==> src/sv/ppas_pkg.sv <==
`default_nettype none

package ppas_pkg;

    // field widths
    localparam int ANGLE_W   = 8;
    localparam int FINE_W    = 12;
    localparam int TIME_W    = 16;
    localparam int ELAPSED_W = 17;
    localparam int POSE_W    = 24;
    localparam int GRIP_W    = 16;
    localparam int APB_AW    = 5;
    localparam int APB_DW    = 32;
    localparam int IN_DATA_W = 72;
    localparam int OUT_DATA_W = 40;

    localparam logic [ELAPSED_W-1:0] ELAPSED_MAX = '1;

    // goal angles after reset, listed gripper, elbow, shoulder, base
    localparam logic [3:0][ANGLE_W-1:0] GOAL_RESET = {8'd0, 8'd60, 8'd90, 8'd90};

    // register reset values
    localparam logic [FINE_W-1:0] TOL_RESET     = 12'd16;
    localparam logic [TIME_W-1:0] TIMEOUT_RESET = 16'd10000;
    localparam logic [TIME_W-1:0] RETRY_RESET   = 16'd1000;
    localparam logic [TIME_W-1:0] PULSE_RESET   = 16'd10;

    // sequencer phases
    typedef enum logic [2:0] {
        PH_IDLE  = 3'd0,
        PH_READY = 3'd1,
        PH_GRAB  = 3'd2,
        PH_LIFT  = 3'd3,
        PH_PUT   = 3'd4
    } t_phase;

    // register word indexes
    typedef enum logic [2:0] {
        REG_TOL     = 3'd0,
        REG_TIMEOUT = 3'd1,
        REG_RETRY   = 3'd2,
        REG_PULSE   = 3'd3,
        REG_READY   = 3'd4,
        REG_LIFT    = 3'd5,
        REG_PUT     = 3'd6,
        REG_GRIP    = 3'd7
    } t_reg_idx;

    typedef struct packed {
        logic [FINE_W-1:0]  at_target_tolerance;
        logic [TIME_W-1:0]  state_timeout_ms;
        logic [TIME_W-1:0]  idle_retry_ms;
        logic [TIME_W-1:0]  pulse_length_ms;
        logic [POSE_W-1:0]  ready_pose;
        logic [POSE_W-1:0]  lift_pose;
        logic [POSE_W-1:0]  put_pose;
        logic [GRIP_W-1:0]  grip_angles;
    } t_cfg;

    typedef struct packed {
        logic               cmd_valid;
        logic [ANGLE_W-1:0] cmd_base;
        logic [ANGLE_W-1:0] cmd_shoulder;
        logic [ANGLE_W-1:0] cmd_elbow;
        logic [FINE_W-1:0]  now_base;
        logic [FINE_W-1:0]  now_shoulder;
        logic [FINE_W-1:0]  now_elbow;
        logic [FINE_W-1:0]  now_gripper;
    } t_item;

    typedef struct packed {
        logic [ANGLE_W-1:0] goal_base;
        logic [ANGLE_W-1:0] goal_shoulder;
        logic [ANGLE_W-1:0] goal_elbow;
        logic [ANGLE_W-1:0] goal_gripper;
        t_phase             arm_phase;
        logic               request_level;
    } t_result;

endpackage

`default_nettype wire

==> src/sv/ppas_cfg.sv <==
`default_nettype none

module ppas_cfg (
    input  wire logic                          i_clk,
    input  wire logic                          i_rst_n,
    input  wire logic                          psel,
    input  wire logic                          penable,
    input  wire logic                          pwrite,
    input  wire logic [ppas_pkg::APB_AW-1:0]   paddr,
    input  wire logic [ppas_pkg::APB_DW-1:0]   pwdata,
    output logic      [ppas_pkg::APB_DW-1:0]   prdata,
    output logic                               pready,
    output ppas_pkg::t_cfg                     o_cfg
);
    import ppas_pkg::*;

    t_cfg     r_cfg;
    t_reg_idx w_idx;
    logic     w_wr;

    assign w_idx  = t_reg_idx'(paddr[APB_AW-1:2]);
    assign w_wr   = psel & penable & pwrite;
    assign pready = 1'b1;
    assign o_cfg  = r_cfg;

    // register writes on the access cycle
    always_ff @(posedge i_clk) begin
        if (!i_rst_n) begin
            r_cfg.at_target_tolerance <= TOL_RESET;
            r_cfg.state_timeout_ms    <= TIMEOUT_RESET;
            r_cfg.idle_retry_ms       <= RETRY_RESET;
            r_cfg.pulse_length_ms     <= PULSE_RESET;
            r_cfg.ready_pose          <= '0;
            r_cfg.lift_pose           <= '0;
            r_cfg.put_pose            <= '0;
            r_cfg.grip_angles         <= '0;
        end else if (w_wr) begin
            case (w_idx)
                REG_TOL:     r_cfg.at_target_tolerance <= pwdata[FINE_W-1:0];
                REG_TIMEOUT: r_cfg.state_timeout_ms    <= pwdata[TIME_W-1:0];
                REG_RETRY:   r_cfg.idle_retry_ms       <= pwdata[TIME_W-1:0];
                REG_PULSE:   r_cfg.pulse_length_ms     <= pwdata[TIME_W-1:0];
                REG_READY:   r_cfg.ready_pose          <= pwdata[POSE_W-1:0];
                REG_LIFT:    r_cfg.lift_pose           <= pwdata[POSE_W-1:0];
                REG_PUT:     r_cfg.put_pose            <= pwdata[POSE_W-1:0];
                REG_GRIP:    r_cfg.grip_angles         <= pwdata[GRIP_W-1:0];
                default: ;
            endcase
        end
    end

    // read mux
    always_comb begin
        prdata = '0;
        case (w_idx)
            REG_TOL:     prdata = {{(APB_DW-FINE_W){1'b0}}, r_cfg.at_target_tolerance};
            REG_TIMEOUT: prdata = {{(APB_DW-TIME_W){1'b0}}, r_cfg.state_timeout_ms};
            REG_RETRY:   prdata = {{(APB_DW-TIME_W){1'b0}}, r_cfg.idle_retry_ms};
            REG_PULSE:   prdata = {{(APB_DW-TIME_W){1'b0}}, r_cfg.pulse_length_ms};
            REG_READY:   prdata = {{(APB_DW-POSE_W){1'b0}}, r_cfg.ready_pose};
            REG_LIFT:    prdata = {{(APB_DW-POSE_W){1'b0}}, r_cfg.lift_pose};
            REG_PUT:     prdata = {{(APB_DW-POSE_W){1'b0}}, r_cfg.put_pose};
            REG_GRIP:    prdata = {{(APB_DW-GRIP_W){1'b0}}, r_cfg.grip_angles};
            default:     prdata = '0;
        endcase
    end

endmodule

`default_nettype wire

==> src/sv/ppas_seq.sv <==
`default_nettype none

module ppas_seq (
    input  wire logic            i_clk,
    input  wire logic            i_rst_n,
    input  wire logic            i_step,
    input  ppas_pkg::t_item      i_item,
    input  ppas_pkg::t_cfg       i_cfg,
    output ppas_pkg::t_result    o_result
);
    import ppas_pkg::*;

    // sequencer state
    t_phase                      r_phase;
    logic                        r_entry;
    logic                        r_sub;
    logic                        r_held;
    logic                        r_idle_sent;
    logic                        r_pulse_on;
    logic [2:0][ANGLE_W-1:0]     r_pick;
    logic [3:0][ANGLE_W-1:0]     r_goal;
    logic [ELAPSED_W-1:0]        r_phase_ms;
    logic [ELAPSED_W-1:0]        r_idle_ms;
    logic [TIME_W-1:0]           r_pulse_left;

    t_phase                      n_phase;
    logic                        n_entry;
    logic                        n_sub;
    logic                        n_held;
    logic                        n_idle_sent;
    logic                        n_pulse_on;
    logic [2:0][ANGLE_W-1:0]     n_pick;
    logic [3:0][ANGLE_W-1:0]     n_goal;
    logic [ELAPSED_W-1:0]        n_phase_ms;
    logic [ELAPSED_W-1:0]        n_idle_ms;
    logic [TIME_W-1:0]           n_pulse_left;

    // working values within one item
    logic                        w_held;
    logic                        w_timeout;
    t_phase                      w_phase;
    logic                        w_entry;
    logic                        w_sub;
    logic [ANGLE_W-1:0]          w_open;
    logic [ANGLE_W-1:0]          w_close;
    logic [3:0][ANGLE_W-1:0]     w_goal_pose;
    logic [3:0][ANGLE_W-1:0]     w_goal_aim;
    logic [3:0]                  w_at;
    logic                        w_arm3;
    logic                        w_go;
    t_phase                      w_go_to;
    logic                        w_start;
    logic                        w_pulse_on;
    logic [TIME_W-1:0]           w_pulse_left;
    logic [ELAPSED_W-1:0]        w_phase_ms;
    logic [ELAPSED_W-1:0]        w_idle_ms;

    // |goal*16 - now| <= tolerance, exact in 13 bits
    function automatic logic joint_ok(input logic [ANGLE_W-1:0] goal,
                                      input logic [FINE_W-1:0]  now,
                                      input logic [FINE_W-1:0]  tol);
        logic [FINE_W:0] diff;
        logic [FINE_W:0] mag;
        diff = {1'b0, goal, 4'b0000} - {1'b0, now};
        mag  = diff[FINE_W] ? (~diff + 1'b1) : diff;
        return mag <= {1'b0, tol};
    endfunction

    assign w_open  = i_cfg.grip_angles[ANGLE_W-1:0];
    assign w_close = i_cfg.grip_angles[2*ANGLE_W-1:ANGLE_W];

    // command latch and timeout fallback
    always_comb begin
        w_held    = i_item.cmd_valid | r_held;
        n_pick    = i_item.cmd_valid ?
                    {i_item.cmd_elbow, i_item.cmd_shoulder, i_item.cmd_base} : r_pick;
        w_timeout = r_phase_ms > {1'b0, i_cfg.state_timeout_ms};
        w_phase   = w_timeout ? PH_IDLE : r_phase;
        w_entry   = w_timeout | r_entry;
        w_sub     = ~w_timeout & r_sub;
    end

    // target angles and at-target checks
    always_comb begin
        w_goal_pose = r_goal;
        if (w_entry) begin
            case (w_phase)
                PH_READY: w_goal_pose = {w_open,  i_cfg.ready_pose};
                PH_LIFT:  w_goal_pose = {w_close, i_cfg.lift_pose};
                PH_PUT:   w_goal_pose = {w_close, i_cfg.put_pose};
                default:  w_goal_pose = r_goal;
            endcase
        end
        // reach follows the latest pick angles until the arm is there
        w_goal_aim = w_goal_pose;
        if (w_phase == PH_GRAB && !w_sub && w_held) begin
            w_goal_aim = {w_open, n_pick};
        end
        w_at[0] = joint_ok(w_goal_aim[0], i_item.now_base,     i_cfg.at_target_tolerance);
        w_at[1] = joint_ok(w_goal_aim[1], i_item.now_shoulder, i_cfg.at_target_tolerance);
        w_at[2] = joint_ok(w_goal_aim[2], i_item.now_elbow,    i_cfg.at_target_tolerance);
        w_at[3] = joint_ok(w_goal_aim[3], i_item.now_gripper,  i_cfg.at_target_tolerance);
        w_arm3  = &w_at[2:0];
        // arm in place: close the gripper, or open it when putting down
        n_goal = w_goal_aim;
        if (!w_sub && w_arm3 &&
            (w_phase == PH_GRAB || w_phase == PH_LIFT || w_phase == PH_PUT)) begin
            n_goal[3] = (w_phase == PH_PUT) ? w_open : w_close;
        end
    end

    // next phase, idle timer and pulse
    always_comb begin
        n_entry      = w_entry;
        n_sub        = w_sub;
        n_held       = w_held;
        n_idle_sent  = r_idle_sent;
        w_idle_ms    = r_idle_ms;
        w_phase_ms   = w_timeout ? '0 : r_phase_ms;
        w_go         = 1'b0;
        w_go_to      = PH_IDLE;
        w_start      = 1'b0;
        case (w_phase)
            PH_IDLE: begin
                n_entry = 1'b0;
                if (w_entry) begin
                    n_held      = 1'b0;
                    w_idle_ms   = '0;
                    w_start     = 1'b1;
                    n_idle_sent = 1'b1;
                end
                if (n_held) begin
                    w_go    = 1'b1;
                    w_go_to = PH_READY;
                end else if (n_idle_sent && w_idle_ms > {1'b0, i_cfg.idle_retry_ms}) begin
                    w_idle_ms = '0;
                    w_start   = 1'b1;
                end
            end
            PH_READY: begin
                n_entry = 1'b0;
                if (&w_at) begin
                    w_go    = 1'b1;
                    w_go_to = PH_GRAB;
                end
            end
            PH_GRAB, PH_LIFT, PH_PUT: begin
                n_entry = 1'b0;
                if (!w_sub) begin
                    if (w_arm3) begin
                        n_sub = 1'b1;
                    end
                end else if (w_at[3]) begin
                    w_go = 1'b1;
                    case (w_phase)
                        PH_GRAB: w_go_to = PH_LIFT;
                        PH_LIFT: w_go_to = PH_PUT;
                        default: w_go_to = PH_IDLE;
                    endcase
                end
            end
            default: begin
                w_go    = 1'b1;
                w_go_to = PH_IDLE;
            end
        endcase

        n_phase = w_phase;
        if (w_go) begin
            n_phase    = w_go_to;
            n_entry    = 1'b1;
            n_sub      = 1'b0;
            w_phase_ms = '0;
        end

        // request pulse: a trigger while high is ignored
        w_pulse_on   = r_pulse_on;
        w_pulse_left = r_pulse_left;
        if (w_start && !r_pulse_on) begin
            w_pulse_on   = 1'b1;
            w_pulse_left = i_cfg.pulse_length_ms;
        end
        if (w_pulse_on && w_pulse_left == '0) begin
            w_pulse_on = 1'b0;
        end
        n_pulse_on   = w_pulse_on;
        n_pulse_left = (w_pulse_on && w_pulse_left != '0) ? w_pulse_left - 1'b1
                                                          : w_pulse_left;

        // saturating elapsed counters
        n_phase_ms = (w_phase_ms == ELAPSED_MAX) ? w_phase_ms : w_phase_ms + 1'b1;
        n_idle_ms  = (w_idle_ms  == ELAPSED_MAX) ? w_idle_ms  : w_idle_ms  + 1'b1;
    end

    // result of this item
    always_comb begin
        o_result.goal_base     = n_goal[0];
        o_result.goal_shoulder = n_goal[1];
        o_result.goal_elbow    = n_goal[2];
        o_result.goal_gripper  = n_goal[3];
        o_result.arm_phase     = n_phase;
        o_result.request_level = n_pulse_on;
    end

    // state update, one item per step
    always_ff @(posedge i_clk) begin
        if (!i_rst_n) begin
            r_phase      <= PH_IDLE;
            r_entry      <= 1'b1;
            r_sub        <= 1'b0;
            r_held       <= 1'b0;
            r_idle_sent  <= 1'b0;
            r_pulse_on   <= 1'b0;
            r_pick       <= '0;
            r_goal       <= GOAL_RESET;
            r_phase_ms   <= '0;
            r_idle_ms    <= '0;
            r_pulse_left <= '0;
        end else if (i_step) begin
            r_phase      <= n_phase;
            r_entry      <= n_entry;
            r_sub        <= n_sub;
            r_held       <= n_held;
            r_idle_sent  <= n_idle_sent;
            r_pulse_on   <= n_pulse_on;
            r_pick       <= n_pick;
            r_goal       <= n_goal;
            r_phase_ms   <= n_phase_ms;
            r_idle_ms    <= n_idle_ms;
            r_pulse_left <= n_pulse_left;
        end
    end

endmodule

`default_nettype wire

==> src/sv/pick_place_arm_sequencer_core.sv <==
`default_nettype none

// Pick-and-place arm sequencer. Each input item is one millisecond tick carrying an optional
// pick command and the present angles of the four servos; each item yields exactly one
// result item with the four target angles, the sequencer phase and the request line level.
// An item is registered on entry; the whole sequencer step is evaluated from that
// register and lands in the output register once that register is free or drains. One item
// is accepted every cycle while the output side keeps up. Registers are written over the
// APB port at byte address 4*i and should only be changed while no item is in flight.

module pick_place_arm_sequencer_core (
    input  wire logic                               i_clk,
    input  wire logic                               i_rst_n,
    // input item stream
    input  wire logic                               s_axis_tvalid,
    output logic                                    s_axis_tready,
    // cmd_base, cmd_shoulder, cmd_elbow, now_base, now_shoulder, now_elbow, now_gripper
    input  wire logic [ppas_pkg::IN_DATA_W-1:0]     s_axis_tdata,
    // cmd_valid
    input  wire logic [0:0]                         s_axis_tuser,
    // result item stream
    output logic                                    m_axis_tvalid,
    input  wire logic                               m_axis_tready,
    // goal_base, goal_shoulder, goal_elbow, goal_gripper, arm_phase, request_level, zero pad
    output logic [ppas_pkg::OUT_DATA_W-1:0]         m_axis_tdata,
    // register port
    input  wire logic                               psel,
    input  wire logic                               penable,
    input  wire logic                               pwrite,
    input  wire logic [ppas_pkg::APB_AW-1:0]        paddr,
    input  wire logic [ppas_pkg::APB_DW-1:0]        pwdata,
    output logic      [ppas_pkg::APB_DW-1:0]        prdata,
    output logic                                    pready
);
    import ppas_pkg::*;

    t_cfg    w_cfg;
    t_item   r_in;
    t_item   w_in;
    logic    r_in_valid;
    t_result r_out;
    t_result w_result;
    logic    r_out_valid;
    logic    w_advance;
    logic    w_take;

    ppas_cfg u_cfg (
        .i_clk   (i_clk),
        .i_rst_n (i_rst_n),
        .psel    (psel),
        .penable (penable),
        .pwrite  (pwrite),
        .paddr   (paddr),
        .pwdata  (pwdata),
        .prdata  (prdata),
        .pready  (pready),
        .o_cfg   (w_cfg)
    );

    ppas_seq u_seq (
        .i_clk    (i_clk),
        .i_rst_n  (i_rst_n),
        .i_step   (w_advance),
        .i_item   (r_in),
        .i_cfg    (w_cfg),
        .o_result (w_result)
    );

    // unpack the input item
    always_comb begin
        w_in.cmd_valid    = s_axis_tuser[0];
        w_in.cmd_base     = s_axis_tdata[7:0];
        w_in.cmd_shoulder = s_axis_tdata[15:8];
        w_in.cmd_elbow    = s_axis_tdata[23:16];
        w_in.now_base     = s_axis_tdata[35:24];
        w_in.now_shoulder = s_axis_tdata[47:36];
        w_in.now_elbow    = s_axis_tdata[59:48];
        w_in.now_gripper  = s_axis_tdata[71:60];
    end

    // handshake: the input stage moves on whenever the output register is free or drains
    assign w_advance     = r_in_valid & (~r_out_valid | m_axis_tready);
    assign s_axis_tready = ~r_in_valid | w_advance;
    assign w_take        = s_axis_tvalid & s_axis_tready;

    always_ff @(posedge i_clk) begin
        if (!i_rst_n) begin
            r_in_valid  <= 1'b0;
            r_out_valid <= 1'b0;
        end else begin
            if (w_take) begin
                r_in_valid <= 1'b1;
            end else if (w_advance) begin
                r_in_valid <= 1'b0;
            end
            if (w_advance) begin
                r_out_valid <= 1'b1;
            end else if (m_axis_tready) begin
                r_out_valid <= 1'b0;
            end
        end
    end

    // payload registers
    always_ff @(posedge i_clk) begin
        if (w_take) begin
            r_in <= w_in;
        end
        if (w_advance) begin
            r_out <= w_result;
        end
    end

    assign m_axis_tvalid = r_out_valid;
    assign m_axis_tdata  = {4'b0000, r_out.request_level, r_out.arm_phase,
                            r_out.goal_gripper, r_out.goal_elbow,
                            r_out.goal_shoulder, r_out.goal_base};

endmodule

`default_nettype wire

==> config.mk <==
export PLATFORM = sky130hd
export DESIGN_NAME = pick_place_arm_sequencer_core
export DESIGN_NICKNAME = d
export VERILOG_FILES = /design/src/sv/ppas_pkg.sv /design/src/sv/ppas_cfg.sv /design/src/sv/ppas_seq.sv /design/src/sv/pick_place_arm_sequencer_core.sv
export SDC_FILE = /design/constraint.sdc
export NUM_CORES = 1
export LEC_CHECK = 0
export ABC_AREA = 1
export BUFFER_PORTS_ARGS = -buffer_cell sky130_fd_sc_hd__buf_2
export CAP_MARGIN = 10
export CORE_MARGIN = 3
export CORE_UTILIZATION = 45
export CTS_CLUSTER_DIAMETER = 30
export CTS_CLUSTER_SIZE = 16
export DETAILED_ROUTE_END_ITERATION = 10
export MAX_ROUTING_LAYER = met4
export REMOVE_ABC_BUFFERS = 1
export SYNTH_ARGS = -nofsm -noshare
export SYNTH_HDL_FRONTEND = slang
export SYNTH_SLANG_ARGS = --single-unit
==> constraint.sdc <==
create_clock -name i_clk -period 18.93 [get_ports i_clk]
set_input_delay 4.7325 -clock i_clk [delete_from_list [all_inputs] [get_ports i_clk]]
set_output_delay 4.7325 -clock i_clk [all_outputs]
set_load 0.02 [all_outputs]
==> flow_summary.ini, run 1 <==
[grt]
grt_usage_pct = 27.0
antenna_found_initial = 4
grt_max_degree = 94
grt_pass1_vias = 20300
grt.overflow.total = 0
grt_pass1_wl_um = 110000

[clocking]
hold_buffers = 0
cts_root_buf = clkbuf_16
clk_latency_ns = 0.63
post_cts_buffers = 0
cts_resized = 0
cts_made_buffers = 95
clockBufferDepth = 3
tritoncts = built
clkSinkCount = 373
cts_max_level = 3
clkTransAtPathRegs_ns = 0.04

[routing]
ant_nets = 0
first_pass_iters = 6
routed_wl_um = 70200
first_iter_violations = 1785
wire_per_inst_um = 17.9
vias = 21000
vias_per_cell = 5.37
drc_errors = 0

[cells_and_area]
final-seq-area_um2 = 8560
multi_input_comb_area_um2 = 11400
nFillCells = 4507
synthToLayoutAreaGrowth_pct = 20.1
utilization_pct = 55.3
finalNonFillerCells = 3916
fin_nets = 3411
final_common_cell = nand2_1
final_area_um2 = 26700
drive_above_1_share_pct = 13.6
final_cell_mix = 528 x nand2_1, 411 x inv_1, 312 x nor2_1

[die]
design.die.area_um2 = 52200
start_util_pct = 46.0
die_h_um = 228
core-area_um2 = 48300
pin_count = 192
die_w_um = 228
rows = 80

[pwr]
power_density_nw_per_um2 = 118
leakagePower_nw = 11.8
vdd_drop_max_mv = 0.0802

[yosys]
synth_edf_count = 109
synth-seq-area-share_pct = 38.4
syn_avg_cell_area_um2 = 7.38
synth_largest_area_cell = dfxtp_1
ys_types = 60
synth-seq-cells = 373
yosys-top-cells-area = dfxtp_1 24%, edfxtp_1 15%, nand2_1 8.9%
synth_area_um2 = 22300
async_reset_ff_share_pct = 0
synth_top_area_share_pct = 23.7
synthFlopType = dfxtp_1
yosys_warnings = 0
synth_cells = 3015

[sta]
slew_viol_final = 0
rsz0062_at_grt = no
fin_crit_ns = 11.82
fmax_mhz = 84.6
tightestPinTransition_ns = 1.01
min_period_over_period_pct = 62.4
hold_viol_final = 0
setup_viol = 0
slew_headroom_pct = 32.4
setup-tns-final_ns = 0
fin_skew_ns = 0.0313

[worst_setup_path]
endpoint_kind = primary output
path_buf_inv = 4
cp_top_family = buffers and inverters
crit_path_cell_trace = buf_2, inv_1, nor3_1, inv_1, o22ai_1, a21oi_1, o211ai_1, buf_2
slowest_stage = nor3_1
crit_path_max_incr_delay_ns = 0.75
start_kind = primary input
cp.arrival_ns = 7.09
crit_required_ns = 14.20
crit_type = in -> out
crit_fanout = 11

[status]
status = finished clean

[hold_path]
hold_class = reg -> reg

[flow_run]
drv_cap = 0

[placement]
dp.cells = 3733
portBuffers = 168
hpwl_um = 49300
place.gp.congestion = 0.959
postPlaceCellArea_um2 = 23500
==> through the flow <==
stage,total power (W),setup WS [ns],hold WS [ns]
floorplan,0.00138,7.48,0.424
global placement,0.00153,7.14,0.438
detailed placement,0.00156,7.11,0.451
CTS,0.00318,7.13,0.457
global route,0.00332,6.93,0.488
finish,0.00316,7.11,0.450
==> Yosys cell counts (6+ instances only) <==
| library cell | instances |
|---|---|
| buf_6 | 8 |
| dfxtp_1 | 264 |
| inv_2 | 20 |
| nand3_1 | 119 |
| a21oi_1 | 242 |
| nand2_2 | 6 |
| a221oi_1 | 19 |
| mux2i_1 | 11 |
| o21ai_0 | 258 |
| nor2_2 | 20 |
| o21ai_1 | 10 |
| nor2_1 | 312 |
| o211ai_1 | 46 |
| edfxtp_1 | 109 |
| buf_4 | 19 |
| buf_1 | 8 |
| a211oi_1 | 29 |
| o21bai_1 | 7 |
| nand4_1 | 54 |
| nand3_2 | 13 |
| o31ai_1 | 11 |
| xor2_1 | 56 |
| o22ai_1 | 47 |
| clkbuf_1 | 97 |
| nor4_1 | 6 |
| ha_1 | 120 |
| buf_2 | 7 |
| nand2_1 | 529 |
| nor3_1 | 36 |
| xnor2_1 | 29 |
| inv_1 | 412 |
| o221ai_1 | 16 |
| clkinv_1 | 8 |
==> where the power goes <==
part	switching (W)	total [W]	leakage [nW]	internal, W
clock network	0.000521	0.00161	1.58	0.00109
logic	0.000441	0.000669	7.02	0.000228
registers	0.0000165	0.000883	3.20	0.000867
==> state kept, by name, indices dropped and copies added, names as in the netlist, 3 cells and up <==
name and flops:
m_axis_tdata 36, r_in 73, u_cfg.o_cfg 148, u_seq.r_goal 32, u_seq.r_idle_ms 17, u_seq.r_phase 3, u_seq.r_phase_ms 17, u_seq.r_pick 24
u_seq.r_pulse_left 16
==> path summary, 6_finish.rpt <==
kind                                                    start                               end  slack [ns]  cells past startpoint
worst max-delay path                                 paddr[2]                         prdata[5]        7.11                      8
worst min-delay path            u_seq.r_pick[23]$_SDFFE_PN0P_     u_seq.r_pick[23]$_SDFFE_PN0P_        0.45                      2
worst max register to register  u_cfg.o_cfg[135]$_SDFFE_PN0P_  u_seq.r_phase_ms[8]$_SDFFE_PN0P_        8.88                     53
worst min register to register  u_seq.r_pick[23]$_SDFFE_PN0P_     u_seq.r_pick[23]$_SDFFE_PN0P_        0.45                      2
==> logic make-up after synthesis <==
kind of cell,share of synthesized area (%)
mux,0.495
other cells,0.0337
simple gates,22.1
xor+xnor,3.34
compound gates,18.3
fa+ha+maj,6.74
flops,38.4
buf+inv,10.5
==> worst min-delay path, delay by kind of cell (launching register included) <==
| family | cells | cell delay, ns |
|---|---|---|
| DFF | 1 | 0.29 |
| buffers and inverters | 1 | 0.05 |
| AOI/OAI and AO/OA | 1 | 0.05 |
==> final cells by class <==
type,instances,area share [%]
multi-input combinational,2071,42.7
sequential,373,32.0
inverter,442,6.24
clock inverter,58,2.17
antenna,4,0.0374
tap,656,3.07
clock buffer,121,10.0
timing repair buffer,191,3.80
==> layer usage <==
metal	global-route usage, %	wire, µm	vias to the layer above	share of wire [%]
met4	11.1	2660	0	3.8
met5	-	0	-	0
met1	33.1	30000	9800	43
met3	4.36	4000	152	5.7
met2	44.5	33500	652	48
li1	-	-	10400	-
(Power assumes the default switching activity.)
==> run 2: changes to the inputs <==
clock period = 11 ns   (was 18.93 ns; I/O delays follow)
==> run 2 against run 1 <==
Net effect:
- combinational power increased by 72%
- sequential share of layout area down 0.11 points
- sequential power up 72%
- critical endpoint is now u_seq.r_phase_ms[6]$_SDFFE_PN0P_
- largest cell class unchanged
- largest power group unchanged
- highest routed layer unchanged
==> flow_summary.ini, run 2 (synthesis gave the netlist of run 1 again) <==
[sta]
fin_crit_ns = 9.28
slew_headroom_pct = 32.8
hold_viol_final = 0
min_period_over_period_pct = 84.4
setup-tns-final_ns = 0
tightestPinTransition_ns = 1.01
setup_viol = 0
rsz0062_at_grt = no
fin_skew_ns = 0.0224
slew_viol_final = 0
layout_setup_ws_ns = 1.72
fmax_mhz = 108

[cells_and_area]
synthToLayoutAreaGrowth_pct = 20.6
utilization_pct = 55.5
final_cell_mix = 528 x nand2_1, 411 x inv_1, 312 x nor2_1
final_common_cell = nand2_1
drive_above_1_share_pct = 13.6
final_area_um2 = 26800
fin_nets = 3411
largest_reg_flops = 148

[routing]
first_iter_violations = 1565
vias = 21100
routed_wl_um = 70000
drc_errors = 0
ant_nets = 0
wire_per_inst_um = 17.9
vias_per_cell = 5.40
first_pass_iters = 6

[pwr]
vdd_drop_max_mv = 0.164
leakagePower_nw = 11.8
power_density_nw_per_um2 = 206

[placement]
hpwl_um = 49700
place_ws_ns = 1.83
postPlaceCellArea_um2 = 23500
portBuffers = 168
place.gp.congestion = 0.933

[worst_setup_path]
crit_path_frequent_cell = inv_1
cp.arrival_ns = 9.79
crit_fanout = 17
slowest_stage = a21oi_1
endpoint_kind = register
r2r_slack_ns = 1.72
r2r.worst_path.cells = 43
crit_path_max_incr_delay_ns = 0.78
worstReg2RegStart = u_cfg.o_cfg[135]$_SDFFE_PN0P_
regToRegEndpoint = u_seq.r_phase_ms[6]$_SDFFE_PN0P_
crit_required_ns = 11.51
crit_type = reg -> reg
start_kind = register

[die]
die_w_um = 228
die_h_um = 228
core-area_um2 = 48300
start_util_pct = 46.0
pin_count = 192
design.die.area_um2 = 52200
rows = 80

[clocking]
cts_max_level = 3
clk_latency_ns = 0.63
clockBufferDepth = 3
cts_root_buf = clkbuf_16
clkTransAtPathRegs_ns = 0.04
clkSinkCount = 373
tritoncts = built
cts_resized = 0
post_cts_buffers = 0
cts_made_buffers = 91
hold_buffers = 0

[hold_path]
hp-start = u_seq.r_pick[23]$_SDFFE_PN0P_
hold_class = reg -> reg
min_to = u_seq.r_pick[23]$_SDFFE_PN0P_
holdPathStages = 2

[grt]
grt.overflow.total = 0
grt_usage_pct = 27.1
antenna_found_initial = 3
grt_max_degree = 108
grt_pass1_vias = 20600
grt_pass1_wl_um = 110000

[status]
status = finished clean

[flow_run]
drv_cap = 0
[run 2: cell types whose count changed in the layout (fill, tap and decap cells not counted), sizes merged]
cell / change
inv: -5
clkinv: -13
buf: +4
bufinv: +8
clkinvlp: +2
clkbuf: -1
[run 2: power breakdown]
part           total [W]  internal, W  switching [W]
combinational    0.00115     0.000395       0.000754
sequential       0.00152      0.00149      0.0000289
clock            0.00285      0.00199       0.000865
[run 2: how the worst max path moves through the flow]
| stage | to | depth (start not counted) | slack, ns | startpoint |
|---|---|---|---|---|
| final | u_seq.r_phase_ms[6]$_SDFFE_PN0P_ | 43 | 1.72 | u_cfg.o_cfg[135]$_SDFFE_PN0P_ |
| after global routing | u_seq.r_phase_ms[6]$_SDFFE_PN0P_ | 43 | 0.94 | u_cfg.o_cfg[135]$_SDFFE_PN0P_ |
| after CTS | u_seq.r_phase_ms[6]$_SDFFE_PN0P_ | 43 | 1.79 | u_cfg.o_cfg[135]$_SDFFE_PN0P_ |
| after detailed placement | u_seq.r_phase_ms[6]$_SDFFE_PN0P_ | 43 | 1.83 | u_cfg.o_cfg[135]$_SDFFE_PN0P_ |
| after global placement | u_seq.r_phase_ms[6]$_SDFFE_PN0P_ | 43 | 1.93 | u_cfg.o_cfg[135]$_SDFFE_PN0P_ |
| after floorplan | u_seq.r_phase_ms[6]$_SDFFE_PN0P_ | 48 | 3.12 | u_cfg.o_cfg[128]$_SDFFE_PN1P_ |
[run 2: final cells by class]
cell class                 count  area [µm²]
timing repair buffer         195        1050
inverter                     442        1670
fill                        4546       21500
sequential                   373        8560
multi-input combinational   2071       11400
antenna                        4        10.0
clock buffer                 120        2600
clock inverter                50         723
tap                          656         821
[run 2: per-stage QoR]
stage               hold slack, ns  instances  total power (W)
detailed placement           0.451       3737          0.00269
CTS                          0.458       3907          0.00556
finish                       0.454       3911          0.00552
global placement             0.438       3737          0.00265
floorplan                    0.424       2886          0.00237
global route                 0.492       3910          0.00580
[run 2: layer usage]
layer / vias up / track usage, % / wire, µm
met5: - / - / 0
met4: 0 / 14.1 / 3700
met3: 195 / 4.31 / 3870
met2: 722 / 43.6 / 32600
met1: 9776 / 32.8 / 29800
li1: 10400 / - / -
[run 2: critical path, delay by kind of cell (launching register included)]
| family | cells | cell delay [ns] |
|---|---|---|
| flip-flops | 1 | 0.30 |
| XOR/XNOR | 2 | 0.29 |
| AO/OA/AOI/OAI | 7 | 2.00 |
| AND/OR/NAND/NOR | 23 | 4.29 |
| adder cells (fa/ha/maj) | 4 | 1.27 |
| buffers and inverters | 7 | 1.00 |
